File: config.mk
export PLATFORM = sky130hd
export DESIGN_NAME = tpmv_queue
export DESIGN_NICKNAME = d
export VERILOG_FILES = /design/src/tpmv_pkg.sv /design/src/tpmv_queue.sv
export SDC_FILE = /design/constraint.sdc
export NUM_CORES = 1
export LEC_CHECK = 0
export BUFFER_PORTS_ARGS = -buffer_cell sky130_fd_sc_hd__buf_2
export CORE_MARGIN = 1
export CORE_UTILIZATION = 45
export CTS_CLUSTER_SIZE = 16
export DETAILED_ROUTE_END_ITERATION = 10
export PLACE_DENSITY = 0.76
export SYNTH_ARGS = -nofsm -noshare
export SYNTH_HDL_FRONTEND = slang
export SYNTH_SLANG_ARGS = --single-unit
File: constraint.sdc
create_clock -name clock -period 3.4 [get_ports clock]
set_clock_uncertainty 0.2 [all_clocks]
set_input_delay 0.17 -clock clock [delete_from_list [all_inputs] [get_ports clock]]
set_output_delay 0.17 -clock clock [all_outputs]
set_load 0.01 [all_outputs]
File: src/tpmv_pkg.sv
// ----------------------------------------------------------------------------
// tpmv_pkg
// Types and constants shared by the ternary packed matrix-vector multiplier.
// ----------------------------------------------------------------------------
package tpmv_pkg;

   localparam int TRITS_PER_BYTE = 4;
   localparam int ACT_W          = 16;
   localparam int CONTRIB_W      = ACT_W + 3;
   localparam int SCALE_FRAC     = 12;
   localparam int RESULT_W       = 32;

   typedef enum logic {
      CMD_ACT    = 1'b0,
      CMD_WEIGHT = 1'b1
   } tpmv_cmd_type;

   typedef enum logic [1:0] {
      TRIT_SKIP = 2'b00,
      TRIT_ADD  = 2'b01,
      TRIT_SUB  = 2'b10,
      TRIT_RSV  = 2'b11
   } tpmv_trit_type;

   typedef enum logic [1:0] {
      CSR_COLUMN_GROUPS = 2'd0,
      CSR_ROW_COUNT     = 2'd1,
      CSR_SCALE         = 2'd2,
      CSR_BIAS_ENABLE   = 2'd3
   } tpmv_csr_type;

   typedef struct packed {
      logic               cmd;
      logic [11:0]        act_index;
      logic signed [15:0] act_value;
      logic [7:0]         weight_byte;
      logic signed [15:0] bias_value;
   } tpmv_req_type;

   typedef struct packed {
      logic signed [31:0] row_result;
      logic [15:0]        row_index;
      logic               last_row;
      logic               reserved_seen;
   } tpmv_rsp_type;

   typedef struct packed {
      logic [10:0]        column_groups;
      logic [15:0]        row_count;
      logic signed [15:0] scale;
      logic               bias_enable;
   } tpmv_cfg_type;

   typedef struct packed {
      logic signed [CONTRIB_W-1:0] contrib;
      logic                        rsv;
      logic                        row_end;
      logic signed [ACT_W-1:0]     bias;
      logic [15:0]                 row_index;
      logic                        last_row;
   } tpmv_qent_type;

endpackage

File: src/tpmv_queue.sv
// ----------------------------------------------------------------------------
// tpmv_queue
// Short first-in first-out queue between the front and back parts.
// ----------------------------------------------------------------------------
module tpmv_queue #(
   parameter int DEPTH = 4
) (
   input  logic                    clock,
   input  logic                    reset,
   input  logic                    push,
   input  tpmv_pkg::tpmv_qent_type wdata,
   output logic                    full,
   input  logic                    pop,
   output logic                    head_vld,
   output tpmv_pkg::tpmv_qent_type head
);
   import tpmv_pkg::*;

   localparam int PTR_W = (DEPTH > 1) ? $clog2(DEPTH) : 1;
   localparam int CNT_W = $clog2(DEPTH + 1);

   tpmv_qent_type    entry [DEPTH];
   logic [PTR_W-1:0] wr_ptr_ff, wr_ptr_in;
   logic [PTR_W-1:0] rd_ptr_ff, rd_ptr_in;
   logic [CNT_W-1:0] cnt_ff, cnt_in;

   assign full     = (cnt_ff == CNT_W'(DEPTH));
   assign head_vld = (cnt_ff != '0);
   assign head     = entry[rd_ptr_ff];

   always_comb begin
      wr_ptr_in = wr_ptr_ff;
      rd_ptr_in = rd_ptr_ff;
      cnt_in    = cnt_ff;
      if (push) begin
         wr_ptr_in = (wr_ptr_ff == PTR_W'(DEPTH - 1)) ? '0 : wr_ptr_ff + PTR_W'(1);
      end
      if (pop) begin
         rd_ptr_in = (rd_ptr_ff == PTR_W'(DEPTH - 1)) ? '0 : rd_ptr_ff + PTR_W'(1);
      end
      if (push && !pop) begin
         cnt_in = cnt_ff + CNT_W'(1);
      end else if (pop && !push) begin
         cnt_in = cnt_ff - CNT_W'(1);
      end
   end

   always_ff @(posedge clock) begin
      if (reset) begin
         wr_ptr_ff <= '0;
         rd_ptr_ff <= '0;
         cnt_ff    <= '0;
      end else begin
         wr_ptr_ff <= wr_ptr_in;
         rd_ptr_ff <= rd_ptr_in;
         cnt_ff    <= cnt_in;
      end
   end

   always_ff @(posedge clock) begin
      if (push) begin
         entry[wr_ptr_ff] <= wdata;
      end
   end

endmodule

==> flow_metrics.tcl <==
set metrics [dict create \
    share_of_cell_area_taken_by_muxes_after_synthesis_pct 15.3 \
    antenna-diode-count 0 \
    drv_cap 0 \
    routed_via_density 5.15 \
    number_of_antenna_violations_at_the_first_check_in_global_routing 0 \
    dpl_cell_area_um2 9140 \
    number_of_global_route_vias_before_repair 4177 \
    run_status "complete, no violations" \
    cellLeakagePower_nw 3.57 \
    clock_latency_on_the_worst_skew_pair_ps 490 \
    drive_gt1_share_pct 38.0 \
    placementRows 49 \
    report.final.setup_viol 0 \
    utilization_pct 57.6 \
    worstPathRequired_ps 3030 \
    maximum_number_of_pins_on_one_net_before_global_route_repair 36 \
    drt-total-wl_um 14800 \
    timing_worst_slew_pin_value_ps 800 \
    first_pass_grt_wire_length_um 22200 \
    cts_tree "built" \
    root_buffer "sky130_fd_sc_hd__clkbuf_16" \
    postLayoutCellArea_um2 10400 \
    layout_common_cells "216 x sky130_fd_sc_hd__edfxtp_1, 113 x sky130_fd_sc_hd__buf_2, 57 x sky130_fd_sc_hd__dlygate4sd3_1" \
    clk_pin_slew_ps 60 \
    globalRouteOverflowTotal 0 \
    sequential_share_of_the_synthesized_area_pct 80.3 \
    mostFrequentLayoutCell "sky130_fd_sc_hd__edfxtp_1" \
    cp_cell_instances "buf_12, mux4_2, buf_2" \
    pre_antenna_drt_iters 4 \
    dieHeight_um 138 \
    cts.htree.levels 1 \
    setup.worst_path.end_class "output pin" \
    critical_path.startpoint_type "flip-flop" \
    worst-endpoint-arrival_ps 2210 \
    final_cells 760 \
    post-route-min-period_ps 2580 \
    met2RoutedLength_um 7730 \
    design.final.nets 580 \
    clock-sinks 225 \
    drc 0 \
    synth_simple_gate_area_share_pct 0.950 \
    maxSlewViolCount 0 \
    drt-wirelength-per-cell_um 19.5 \
    critPathMaxFanout 33 \
    syn-num-nets 391 \
    post-dp-hpwl_um 8630 \
    wl_met3_um 826 \
    max-slew-margin-rel_pct 46.7 \
    synth_compound_gate_area_share_pct 0.181 \
    main_combinational_cell_family_by_area_after_synthesis "multiplexers" \
    start_util_pct 46.1 \
    postSynthRegisterBits 225 \
    rsz_0062_raised_after_global_routing "no" \
    globalRouteTotalUtil_pct 15.9 \
    port-buffer-count 113 \
    tns_ps 0 \
    timing.fmax_mhz 387 \
    ys_types 19 \
    post-cts-setup-buffer-count 0 \
    synthAdderAreaFrac_pct 1.15 \
    yosys_warnings 0 \
    floorplan.die.width_um 138 \
    hold_viol_final 0 \
    worst_ir_drop_on_vdd_mv 0.402 \
    post_synth_instance_area_um2 8300 \
    post_synth_xor_area_fraction_pct 0.211 \
    met1_wirelength_um 5990 \
    cpPeakStageDelay_ps 630 \
    criticalPathCategory "reg2out" \
    drc_violation_total_after_the_first_tritonroute_iteration 199 \
    finalHoldWorstSlack_ps 227 \
    top_layer "met4" \
    core_region_area_um2 18000 \
    power_density_nw_per_um2 581 \
    clock_tree_buffer_depth 3 \
    min-delay-path-class "in2reg" \
    cts_buffers 23 \
    post_synthesis_average_cell_area_um2 25.5 \
    floorplan.io_pins 114 \
    die_ar_um2 19000 \
    rd_place_congestion 0.673 \
    antenna_left 0 \
    area.growth.synth_to_final_pct 25.1 \
    route.vias.total 3915 \
    fin_crit_sh_pct 76.0 \
    synth_cells 326 \
    numPlacedInstances 662 \
    cp_slowest_cell "sky130_fd_sc_hd__dfxtp_4" \
]
## flip-flops by register name (all words and copies together), names as in the netlist, named ones only
register / cells
entry: 216
cnt_ff: 3
rd_ptr_ff: 2
wr_ptr_ff: 2
## synth_stat cells (all sizes together)
library cell | count | share of area [%]
edfxtp | 216 | 78
mux4 | 54 | 15
buf | 11 | 1.6
dfxtp | 9 | 2.2
nor2 | 7 | 0.32
ha | 6 | 0.90
and2 | 4 | 0.30
inv | 4 | 0.18
mux2i | 4 | 0.48
a21oi | 2 | 0.12
nor3b | 2 | 0.18
or3 | 2 | 0.15
xor2 | 2 | 0.21
clkbuf | 1 | 0.060
fa | 1 | 0.24
o21ai | 1 | 0.060
## area by class of cell
class,count,area (um2)
fillers,1333,7640
inverters,4,15.0
multi-input cells,85,1480
repair buffers,176,1260
well taps,229,287
clock inverters,12,75.1
clock buffers,29,598
flip-flops and latches,225,6670
## per-layer routing
metal	global-route usage (%)	vias to the layer above
met4	5.07	0
li1	-	1773
met2	28.0	109
met3	2.87	21
met1	19.9	2012
met5	0	-
## critical path: cells and delay by family (launching register included)
family,cells,cell delay (ps)
flops,1,630
mux,1,560
buf+inv,2,490
## timing repair
action,in CTS,in global routing
hold endpoints to repair,225,0
endpoints found under the setup margin,0,0
hold buffers,57,0
resized for setup,0,0
## where the power goes
group	switching, W	leakage [nW]	total (W)	internal, W
clock network	0.000943	0.329	0.00225	0.00131
registers	0.0000520	2.06	0.00323	0.00317
logic	0.000272	1.18	0.000556	0.000285
## kinds of logic (layout without fill, tap and decap cells)
kind of cell             Yosys count  count (layout)
XOR/XNOR                           2               2
AO/OA/AOI/OAI                      3               3
buffers and inverters             16             221
flip-flops                       225             225
adder cells (fa/ha/maj)            7               7
multiplexers                      58              58
AND/OR/NAND/NOR                   15              15
## final timing paths
path	from	endpoint	slack, ps	cells after the start
max reg2reg	wr_ptr_ff[0]	entry[3][5]	1310	3
min reg2reg	cnt_ff[2]	cnt_ff[2]	290	2
max	flip-flop	head[4]	820	3
min	wdata[4]	entry[3][4]	230	2
## through the flow
stage | setup slack, ps | power, W
after CTS | 731 | 0.00611
after detailed placement | 1260 | 0.00380
after global routing | 670 | 0.00625
after global placement | 1270 | 0.00378
after floorplan | 952 | 0.00358
final | 815 | 0.00604
Note: power is estimated with default switching activity, not from simulation.
