`config.mk`:
```
export PLATFORM = sky130hd
export DESIGN_NAME = tpmv_back
export DESIGN_NICKNAME = d
export VERILOG_FILES = /design/src/tpmv_pkg.sv /design/src/tpmv_back.sv
export SDC_FILE = /design/constraint.sdc
export NUM_CORES = 1
export LEC_CHECK = 0
export BUFFER_PORTS_ARGS = -buffer_cell sky130_fd_sc_hd__clkbuf_2
export CORE_AREA = 2 2 240 171
export CTS_CLUSTER_SIZE = 25
export DETAILED_ROUTE_END_ITERATION = 8
export DIE_AREA = 0 0 242 173
export HOLD_SLACK_MARGIN = 0.03
export PLACE_DENSITY_LB_ADDON = 0.08
export SETUP_SLACK_MARGIN = 0.2
export SLEW_MARGIN = 25
export SYNTH_ARGS = -nofsm -noshare
export SYNTH_HDL_FRONTEND = slang
export SYNTH_SLANG_ARGS = --single-unit
```
`constraint.sdc`:
```
create_clock -name clock -period 13.05 [get_ports clock]
set_clock_uncertainty 0.05 [all_clocks]
set_input_delay 1.9575 -clock clock [delete_from_list [all_inputs] [get_ports clock]]
set_output_delay 1.9575 -clock clock [all_outputs]
set_load 0.01 [all_outputs]
```
`src/tpmv_pkg.sv`:
```
// ----------------------------------------------------------------------------
// tpmv_pkg
// Types and constants shared by the ternary packed matrix-vector multiplier.
// ----------------------------------------------------------------------------
package tpmv_pkg;

   localparam int TRITS_PER_BYTE = 4;
   localparam int ACT_W          = 16;
   localparam int CONTRIB_W      = ACT_W + 3;
   localparam int SCALE_FRAC     = 12;
   localparam int RESULT_W       = 32;

   typedef enum logic {
      CMD_ACT    = 1'b0,
      CMD_WEIGHT = 1'b1
   } tpmv_cmd_type;

   typedef enum logic [1:0] {
      TRIT_SKIP = 2'b00,
      TRIT_ADD  = 2'b01,
      TRIT_SUB  = 2'b10,
      TRIT_RSV  = 2'b11
   } tpmv_trit_type;

   typedef enum logic [1:0] {
      CSR_COLUMN_GROUPS = 2'd0,
      CSR_ROW_COUNT     = 2'd1,
      CSR_SCALE         = 2'd2,
      CSR_BIAS_ENABLE   = 2'd3
   } tpmv_csr_type;

   typedef struct packed {
      logic               cmd;
      logic [11:0]        act_index;
      logic signed [15:0] act_value;
      logic [7:0]         weight_byte;
      logic signed [15:0] bias_value;
   } tpmv_req_type;

   typedef struct packed {
      logic signed [31:0] row_result;
      logic [15:0]        row_index;
      logic               last_row;
      logic               reserved_seen;
   } tpmv_rsp_type;

   typedef struct packed {
      logic [10:0]        column_groups;
      logic [15:0]        row_count;
      logic signed [15:0] scale;
      logic               bias_enable;
   } tpmv_cfg_type;

   typedef struct packed {
      logic signed [CONTRIB_W-1:0] contrib;
      logic                        rsv;
      logic                        row_end;
      logic signed [ACT_W-1:0]     bias;
      logic [15:0]                 row_index;
      logic                        last_row;
   } tpmv_qent_type;

endpackage

```
`src/tpmv_back.sv`:
```
// ----------------------------------------------------------------------------
// tpmv_back
// Accumulates byte partial sums, scales each finished row, adds bias and
// holds the row result in the output register.
// ----------------------------------------------------------------------------
module tpmv_back #(
   parameter int MAX_COLUMNS = 4096
) (
   input  logic                    clock,
   input  logic                    reset,
   input  logic                    q_vld,
   input  tpmv_pkg::tpmv_qent_type q_head,
   output logic                    q_pop,
   input  tpmv_pkg::tpmv_cfg_type  cfg,
   output logic                    rsp_valid,
   input  logic                    rsp_ready,
   output tpmv_pkg::tpmv_rsp_type  rsp_data
);
   import tpmv_pkg::*;

   localparam int ACC_W = $clog2(MAX_COLUMNS) + ACT_W + 1;
   localparam int PROD_W = ACC_W + 16;
   localparam int SUM_W = ((PROD_W - SCALE_FRAC > RESULT_W) ? PROD_W - SCALE_FRAC
                                                            : RESULT_W) + 1;

   typedef struct packed {
      logic                    rsv;
      logic signed [ACT_W-1:0] bias;
      logic [15:0]             row_index;
      logic                    last_row;
   } tpmv_meta_type;

   logic signed [ACC_W-1:0]  acc_ff, acc_in;
   logic                     rsv_ff, rsv_in;
   logic                     s1_vld_ff, s1_vld_in;
   logic signed [ACC_W-1:0]  s1_sum_ff;
   tpmv_meta_type            s1_meta_ff;
   logic                     s2_vld_ff, s2_vld_in;
   logic signed [PROD_W-1:0] s2_prod_ff;
   tpmv_meta_type            s2_meta_ff;
   logic                     rsp_vld_ff, rsp_vld_in;
   tpmv_rsp_type             rsp_data_ff;

   logic                     out_free, s2_free, s1_free;
   logic                     s1_load, s2_load, rsp_load;
   logic signed [ACC_W-1:0]  nsum;
   logic                     nrsv;
   logic signed [PROD_W-1:0] prod;
   logic signed [PROD_W-1:0] shifted;
   logic signed [SUM_W-1:0]  total;

   assign out_free = !rsp_vld_ff || rsp_ready;
   assign s2_free  = !s2_vld_ff || out_free;
   assign s1_free  = !s1_vld_ff || s2_free;
   assign q_pop    = q_vld && (!q_head.row_end || s1_free);
   assign s1_load  = q_pop && q_head.row_end;
   assign s2_load  = s1_vld_ff && s2_free;
   assign rsp_load = s2_vld_ff && out_free;

   assign nsum    = acc_ff + ACC_W'(q_head.contrib);
   assign nrsv    = rsv_ff || q_head.rsv;
   assign prod    = PROD_W'(s1_sum_ff) * PROD_W'(cfg.scale);
   assign shifted = s2_prod_ff >>> SCALE_FRAC;
   assign total   = SUM_W'(shifted) + SUM_W'(s2_meta_ff.bias);

   always_comb begin
      acc_in = acc_ff;
      rsv_in = rsv_ff;
      if (q_pop) begin
         acc_in = q_head.row_end ? '0 : nsum;
         rsv_in = q_head.row_end ? 1'b0 : nrsv;
      end
      s1_vld_in  = s1_load || (s1_vld_ff && !s2_free);
      s2_vld_in  = s2_load || (s2_vld_ff && !out_free);
      rsp_vld_in = rsp_load || (rsp_vld_ff && !rsp_ready);
   end

   always_ff @(posedge clock) begin
      if (reset) begin
         acc_ff     <= '0;
         rsv_ff     <= 1'b0;
         s1_vld_ff  <= 1'b0;
         s2_vld_ff  <= 1'b0;
         rsp_vld_ff <= 1'b0;
      end else begin
         acc_ff     <= acc_in;
         rsv_ff     <= rsv_in;
         s1_vld_ff  <= s1_vld_in;
         s2_vld_ff  <= s2_vld_in;
         rsp_vld_ff <= rsp_vld_in;
      end
   end

   always_ff @(posedge clock) begin
      if (s1_load) begin
         s1_sum_ff            <= nsum;
         s1_meta_ff.rsv       <= nrsv;
         s1_meta_ff.bias      <= q_head.bias;
         s1_meta_ff.row_index <= q_head.row_index;
         s1_meta_ff.last_row  <= q_head.last_row;
      end
      if (s2_load) begin
         s2_prod_ff <= prod;
         s2_meta_ff <= s1_meta_ff;
      end
      if (rsp_load) begin
         rsp_data_ff.row_result    <= total[RESULT_W-1:0];
         rsp_data_ff.row_index     <= s2_meta_ff.row_index;
         rsp_data_ff.last_row      <= s2_meta_ff.last_row;
         rsp_data_ff.reserved_seen <= s2_meta_ff.rsv;
      end
   end

   assign rsp_valid = rsp_vld_ff;
   assign rsp_data  = rsp_data_ff;

endmodule

```
==> impl_results.md, run 1 <==
- Starting Density: 63.48%
- CP Capture Type: flop
- Final TNS setup: 0 ns
- Worst reg2reg endpoint: s2_prod_ff[42]
- Post-synthesis sequential area ratio: 24.14%
- Slew Limit Fails: 0
- WP buf/inv: 6
- Num CTS Buffers: 23
- CP delay by family, top: adder cells
- Critical path's largest stage delay: 0.76 ns
- Post-synthesis async set-or-reset flop share: 0%
- Share of cells above drive strength 1: 7.968%
- Fin Hold WS: 0.3652 ns
- Cell area after synthesis: 25000 um^2
- Synth area leaders: fa_1 (35%), edfxtp_1 (22%), ha_1 (8.1%), inv_1 (8.0%), and2_1 (4.8%)
- Place WS: 3.916 ns
- FF+latch count, synth: 212
- # nets final: 3222
- Final HPWL DP: 41.39 mm
- DRT Pass-1 Iters: 6
- CP arrival: 8.87 ns
- CTS resizes: 0
- Final setup fails: 0
- Fmax: 115.8 MHz
- Area share of the largest cell type after synthesis: 35.15%
- Setup bufs post-CTS: 0
- 1st-iter DRT viols: 1181
- Clock sink count: 212
- Final worst slack: 4.412 ns
- Min-Delay Endpoint: s2_meta_ff[12]
- ANT cells: 0
- Synth Instances: 2443
- Min Tclk post-route: 8.638 ns
- Worst Setup Start Kind: primary input
- Yosys Warn Count: 0
- Synth Area per Inst: 10.23 um^2
- Worst-path maximum fanout: 29
- Tightest Hold Check Type: reg2reg
- CP Cell Sequence: clkbuf_2 > nand2_1 > fa_1 > inv_1 > fa_1 > inv_1 > fa_1 > inv_1 > fa_1 > fa_1 > inv_1 > fa_1 > inv_1 > ha_1 > nand3_1 > nand3b_1 > a221oi_1 > o21ai_1 > o311ai_1 > a21oi_1 > o2111ai_2 > nand3b_1 > xor2_1
- Die Width: 242 um
- Tcrit/Tclk final: 66.19%
- GPL Wtd Cong: 0.8983
- Netlist cell types: 68
- # hold bufs at CTS: 0
- Cell depth of the worst flop-to-flop path: 22
- Cell mode on critical path: fa_1
- Reg2reg setup slack: 5.59 ns
- Root Driver: clkbuf_16
- Worst r2r src: s1_sum_ff[7]
- Vias in the first global route: 18.40k
- CP max-delay cell: o311ai_1
- Routed Wire Length: 55.20 mm
- Remaining Overflow, GRT: 0
- Rows: 61
- Clock slew at reported path FFs: 0.06 ns
- Final Hold Vio Count: 0
- Post-DR wirelength/cell: 17.98 um
- Core area: 39380 um^2
- Unrepaired setup endpoints after global routing: no
- Hold path cells: 0
- # DRC: 0
- Port-buffer cells: 125
- Critical Path Source: cfg[8]
- Max-Cap Viols: 0
- Largest net degree at the start of global routing: 66
- H-tree depth: 1
- Most frequent cells in the layout: inv_1 (533), fa_1 (439), nand2_1 (281)
- Initial antenna violation count: 0
- Status: complete, no violations
- Die ar.: 41870 um^2
- Mapped Nets: 3146
- Post-DRT Antenna Nets: 0
- CTS tree: built
- Final core occ: 68.14%
- Slew @ Worst Pin: 0.9989 ns
- Min-delay src: s1_meta_ff[12]
- First-pass GRT wire length: 93.16 mm
- Rel. slew slack: 33.34%
- Via count: 16.92k
- Worst skew pair latency: 0.54 ns
- Clock Tree Buf Depth: 3
- Yosys top cell by area: fa_1
- Io pins: 154
- Crit Path Class: in2reg
- Gr usage total: 27.99%
- CP required: 13.28 ns
- Die Height: 173 um
- Most common cell after layout, fill and taps aside: inv_1
- Ys flop type: edfxtp_1
- Avg Vias per Cell: 5.511
- Number of synthesized flops with an enable pin: 179
- Area growth, synth to finish: 7.342%
## sequential cells by signal, summed over array words and instances (netlist names), 29 cells and up
register and cells:
rsp_data 50, s1_meta_ff 34, s2_meta_ff 34, s2_prod_ff 32
acc_ff 29, s1_sum_ff 29
## synthesized netlist by cell type (all sizes together) (11+ instances only)
cell type and n:
a21o 41, a21oi 65, a22oi 21, and2 192, clkbuf 84, dfxtp 33
edfxtp 179, fa 439, ha 162, inv 533, nand2 282, nand3 17
nand4 11, nor2 87, nor2b 11, nor3 20, o21a 15, o21ai 35
o21bai 14, xnor2 60, xor2 29
## cell type report
cell class	instances	area [um^2]
clock buffer	23	575.6
clock inverter	18	171.4
fill	3101	12550
inverter	533	2001
multi-input combinational	1613	16670
sequential	212	6036
tap	535	669.4
timing repair buffer	136	711.9
## worst max-delay path by stage
| stage | end | slack (ns) | cells past startpoint |
|---|---|---|---|
| after floorplan | s2_prod_ff[42] | 5.27 | 22 |
| final | s2_prod_ff[42] | 4.41 | 23 |
| after detailed placement | s2_prod_ff[42] | 3.92 | 23 |
| after global routing | s2_prod_ff[41] | 4.15 | 23 |
| after CTS | s2_prod_ff[42] | 4.48 | 23 |
| after global placement | s2_prod_ff[42] | 4.00 | 23 |
## cells by family (layout without fill, tap and decap cells)
family,after synthesis,after routing,synth area share (%)
mux,1,1,0.04004
xor+xnor,89,89,3.118
simple gates,659,659,12.73
fa+ha+maj,601,601,43.26
flops,212,212,24.14
buf+inv,618,710,9.284
compound gates,263,263,7.422
## metrics by stage
stage / cell area [um^2] / cells
3_3_place_gp: 26080 / 3029
3_5_place_dp: 26090 / 3029
6_report: 26840 / 3070
2_1_floorplan: 25000 / 2443
5_1_grt: 26840 / 3070
4_1_cts: 26830 / 3070
## layer usage
metal / routed length, um / share of wire, % / global-route usage [%]
met2: 25070 / 45 / 44.78
met5: 0 / 0 / 0
met1: 24840 / 45 / 40.33
met3: 3859 / 7.0 / 4.470
met4: 1432 / 2.6 / 7.356
Power of run 1 is left out: the tool's default activity adds up to more than one toggle a clock period on the data nets, which glitch-free logic cannot reach.
==> inputs of run 2 (changes only) <==
--- a/config.mk
+++ b/config.mk
@@ -5,11 +5,12 @@
 export SDC_FILE = /design/constraint.sdc
 export NUM_CORES = 1
 export LEC_CHECK = 0
+export ABC_AREA = 1
 export BUFFER_PORTS_ARGS = -buffer_cell sky130_fd_sc_hd__clkbuf_2
-export CORE_AREA = 2 2 240 171
+export CORE_AREA = 2 2 253 180
 export CTS_CLUSTER_SIZE = 25
 export DETAILED_ROUTE_END_ITERATION = 8
-export DIE_AREA = 0 0 242 173
+export DIE_AREA = 0 0 255 182
 export HOLD_SLACK_MARGIN = 0.03
 export PLACE_DENSITY_LB_ADDON = 0.08
 export SETUP_SLACK_MARGIN = 0.2
==> constraint.sdc (replaced) <==
create_clock -name clock -period 8.85 [get_ports clock]
set_clock_uncertainty 0.05 [all_clocks]
set_input_delay 1.3275 -clock clock [delete_from_list [all_inputs] [get_ports clock]]
set_output_delay 1.3275 -clock clock [all_outputs]
set_load 0.01 [all_outputs]
==> run 2 against run 1 <==
Via count increased by 31%. Non-clock buffer count is 3 lower. Utilization down 1.3 points. Synthesized area grew 12%. Die area up 11%. Flip-flop and latch count stayed put. Global-route usage up 6.3 points. Largest cell class unchanged. Hold slack barely moved. Synthesized cell count is 42% higher.
==> impl_results.md, run 2 <==
- Status: complete, no violations
- CP Capture Type: flop
- Final TNS setup: 0 ns (unchanged)
- First-pass GRT wire length: 122.0 mm (+31%)
- Post-DR wirelength/cell: 18.35 um (+2.0%)
- Share of cells above drive strength 1: 5.592% (-2.4 points)
- Worst reg2reg endpoint: s2_prod_ff[35]
- Worst-path maximum fanout: 29 (unchanged)
- Mapped Nets: 4164 (+32%)
- Yosys Warn Count: 0 (unchanged)
- Via count: 22.21k (+31%)
- Worst skew pair latency: 0.51 ns (-0.03 ns)
- Critical path's largest stage delay: 0.74 ns (-0.02 ns)
- Starting Density: 62.93% (-0.55 points)
- # hold bufs at CTS: 0 (unchanged)
- Gr usage total: 34.25% (+6.3 points)
- Post-synthesis sequential area ratio: 21.64% (-2.5 points)
- Routed Wire Length: 75.70 mm (+37%)
- Netlist cell types: 43 (-37%)
- Post-synthesis async set-or-reset flop share: 0% (unchanged)
- Final HPWL DP: 59.21 mm (+43%)
- Crit Path Class: in2reg
- Tightest Hold Check Type: reg2reg
- Max-Cap Viols: 0 (unchanged)
- Largest net degree at the start of global routing: 67 (+1.5%)
- Clock slew at reported path FFs: 0.07 ns (about the same)
- Num CTS Buffers: 21 (-8.7%)
- Slew Limit Fails: 0 (unchanged)
- Most common cell after layout, fill and taps aside: nand2_1
- CP delay by family, top: adder cells
- Rows: 65 (+6.6%)
- Final Hold Vio Count: 0 (unchanged)
- Port-buffer cells: 125 (unchanged)
- Yosys top cell by area: fa_1
- Cell depth of the worst flop-to-flop path: 21 (-4.5%)
- Rel. slew slack: 26.61% (-6.7 points)
- Vias in the first global route: 23.17k (+26%)
- Ys flop type: edfxtp_1
- Die ar.: 46410 um^2 (+11%)
- Fmax: 138.4 MHz
- Setup bufs post-CTS: 0 (unchanged)
- CP required: 9.06 ns (-4.22 ns)
- Die Height: 182 um (+5.2%)
- Worst Setup Start Kind: primary input
- H-tree depth: 1 (unchanged)
- CP arrival: 7.44 ns (-1.43 ns)
- 1st-iter DRT viols: 2037 (+72%)
- Critical Path Stages: 23 (unchanged)
- Remaining Overflow, GRT: 0 (unchanged)
- Critical Path Source: cfg[8]
- Slew @ Worst Pin: 1.101 ns (+0.1020 ns)
- Tcrit/Tclk final: 81.64%
- CTS resizes: 0 (unchanged)
- Die Width: 255 um (+5.4%)
- Clock Tree Buf Depth: 3 (unchanged)
- Most frequent cells in the layout: nand2_1 (974), inv_1 (916), fa_1 (439)
- Io pins: 154 (unchanged)
- Reg2reg setup slack: 2.12 ns (-3.47 ns)
- ANT cells: 0 (unchanged)
- # nets final: 4212 (+31%)
- Synth area leaders: fa_1 (32%), edfxtp_1 (19%), nand2_1 (13%), inv_1 (12%), ha_1 (7.3%)
- CP max-delay cell: clkbuf_2
- Initial antenna violation count: 0 (unchanged)
- FF+latch count, synth: 212 (unchanged)
- # DRC: 0 (unchanged)
- Post-DRT Antenna Nets: 0 (unchanged)
- GPL Wtd Cong: 1.022 (+14%)
- Crit path to: s2_prod_ff[35]
- Synth Area per Inst: 8.059 um^2 (-21%)
- Most numerous cell in the Yosys netlist: nand2_1
- Area growth, synth to finish: 6.150%
- Clock sink count: 212 (unchanged)
- Root Driver: clkbuf_16
- Commonest cells post-synth: nand2_1 (974), inv_1 (918), fa_1 (439)
- Worst r2r src: s1_sum_ff[16]
- Core area: 44320 um^2 (+13%)
- CTS tree: built
- Min Tclk post-route: 7.225 ns
- Area share of the largest cell type after synthesis: 31.51% (-3.6 points)
- Synth Instances: 3461 (+42%)
- Avg Vias per Cell: 5.383 (-2.3%)
- WP buf/inv: 7 (+1)
- Unrepaired setup endpoints after global routing: no
- Final setup fails: 0 (unchanged)
- Number of synthesized flops with an enable pin: 179 (unchanged)
- Max FFs per register: 50 (unchanged)
- DRT Pass-1 Iters: 8 (+2)
- Cell area after synthesis: 27890 um^2 (+12%)
- CP Cell Sequence: clkbuf_2 > nand2_1 > fa_1 > inv_1 > fa_1 > inv_1 > fa_1 > inv_1 > fa_1 > fa_1 > inv_1 > fa_1 > inv_1 > ha_1 > nand2_1 > nor2_1 > inv_1 > o21ai_0 > a21oi_1 > nand2_1 > nand2_1 > nand3_1 > nand2_1
-- run 2: cell count changes in the layout (fill, tap and decap cells not counted), sizes merged, moves of 21 or more --
cell   previous run  this run
xnor2            60        21
inv             535       922
nor2             87       176
nand2           282       984
and2            192        22
a21oi            65       135
a21o             41        11
nand3            17        97
a22oi            21         0
-- run 2: worst min-delay path by stage --
stage	startpoint	endpoint	slack, ns	depth (start not counted)
floorplan	s2_meta_ff[33]	rsp_data[0]	0.35	0
global placement	s2_meta_ff[1]	rsp_data[2]	0.35	0
detailed placement	s2_meta_ff[8]	rsp_data[9]	0.35	0
CTS	s1_meta_ff[16]	s2_meta_ff[16]	0.36	0
global route	s2_meta_ff[9]	rsp_data[10]	0.37	0
finish	s1_meta_ff[30]	s2_meta_ff[30]	0.37	0
-- run 2: metal layers --
layer,up-vias,GRT usage [%],routed length (um),part of all wire [%]
met5,-,0,0,0
met4,0,11.46,2705,3.6
met3,207,6.952,7410,9.8
met2,1067,51.74,32500,43
met1,10670,49.68,33080,44
li1,10270,-,-,-
-- run 2: layout make-up --
cell class,instances,area [um^2]
repair buffers,133,685.7
fillers,3736,14720
inverters,919,3450
well taps,603,754.5
clock buffers,26,554.3
clock inverters,11,122.6
flip-flops and latches,212,6036
multi-input cells,2222,18010
-- run 2: logic make-up (layout without fill, tap and decap cells) --
group           after synthesis  count (layout)  share of synthesized area [%]
xor+xnor                     61              61                          1.942
flops                       212             212                          21.64
simple gates               1335            1335                          19.28
compound gates              225             225                          4.513
fa+ha+maj                   601             601                          38.77
buf+inv                    1027            1089                          13.86
-- run 2: per-stage QoR --
stage / utilization (%) / hold WS, ns / setup slack [ns] / instance area (um^2) / instances
final: 66.80 / 0.3651 / 1.625 / 29610 / 4126
after global routing: 66.80 / 0.3742 / 1.352 / 29610 / 4126
after CTS: 66.80 / 0.3641 / 1.818 / 29610 / 4126
after detailed placement: 65.27 / 0.3545 / 1.297 / 28930 / 4089
after global placement: 65.27 / 0.3505 / 1.359 / 28930 / 4089
after floorplan: - / 0.3503 / 2.201 / 27890 / 3461
Power of run 2 is left out for the same reason.
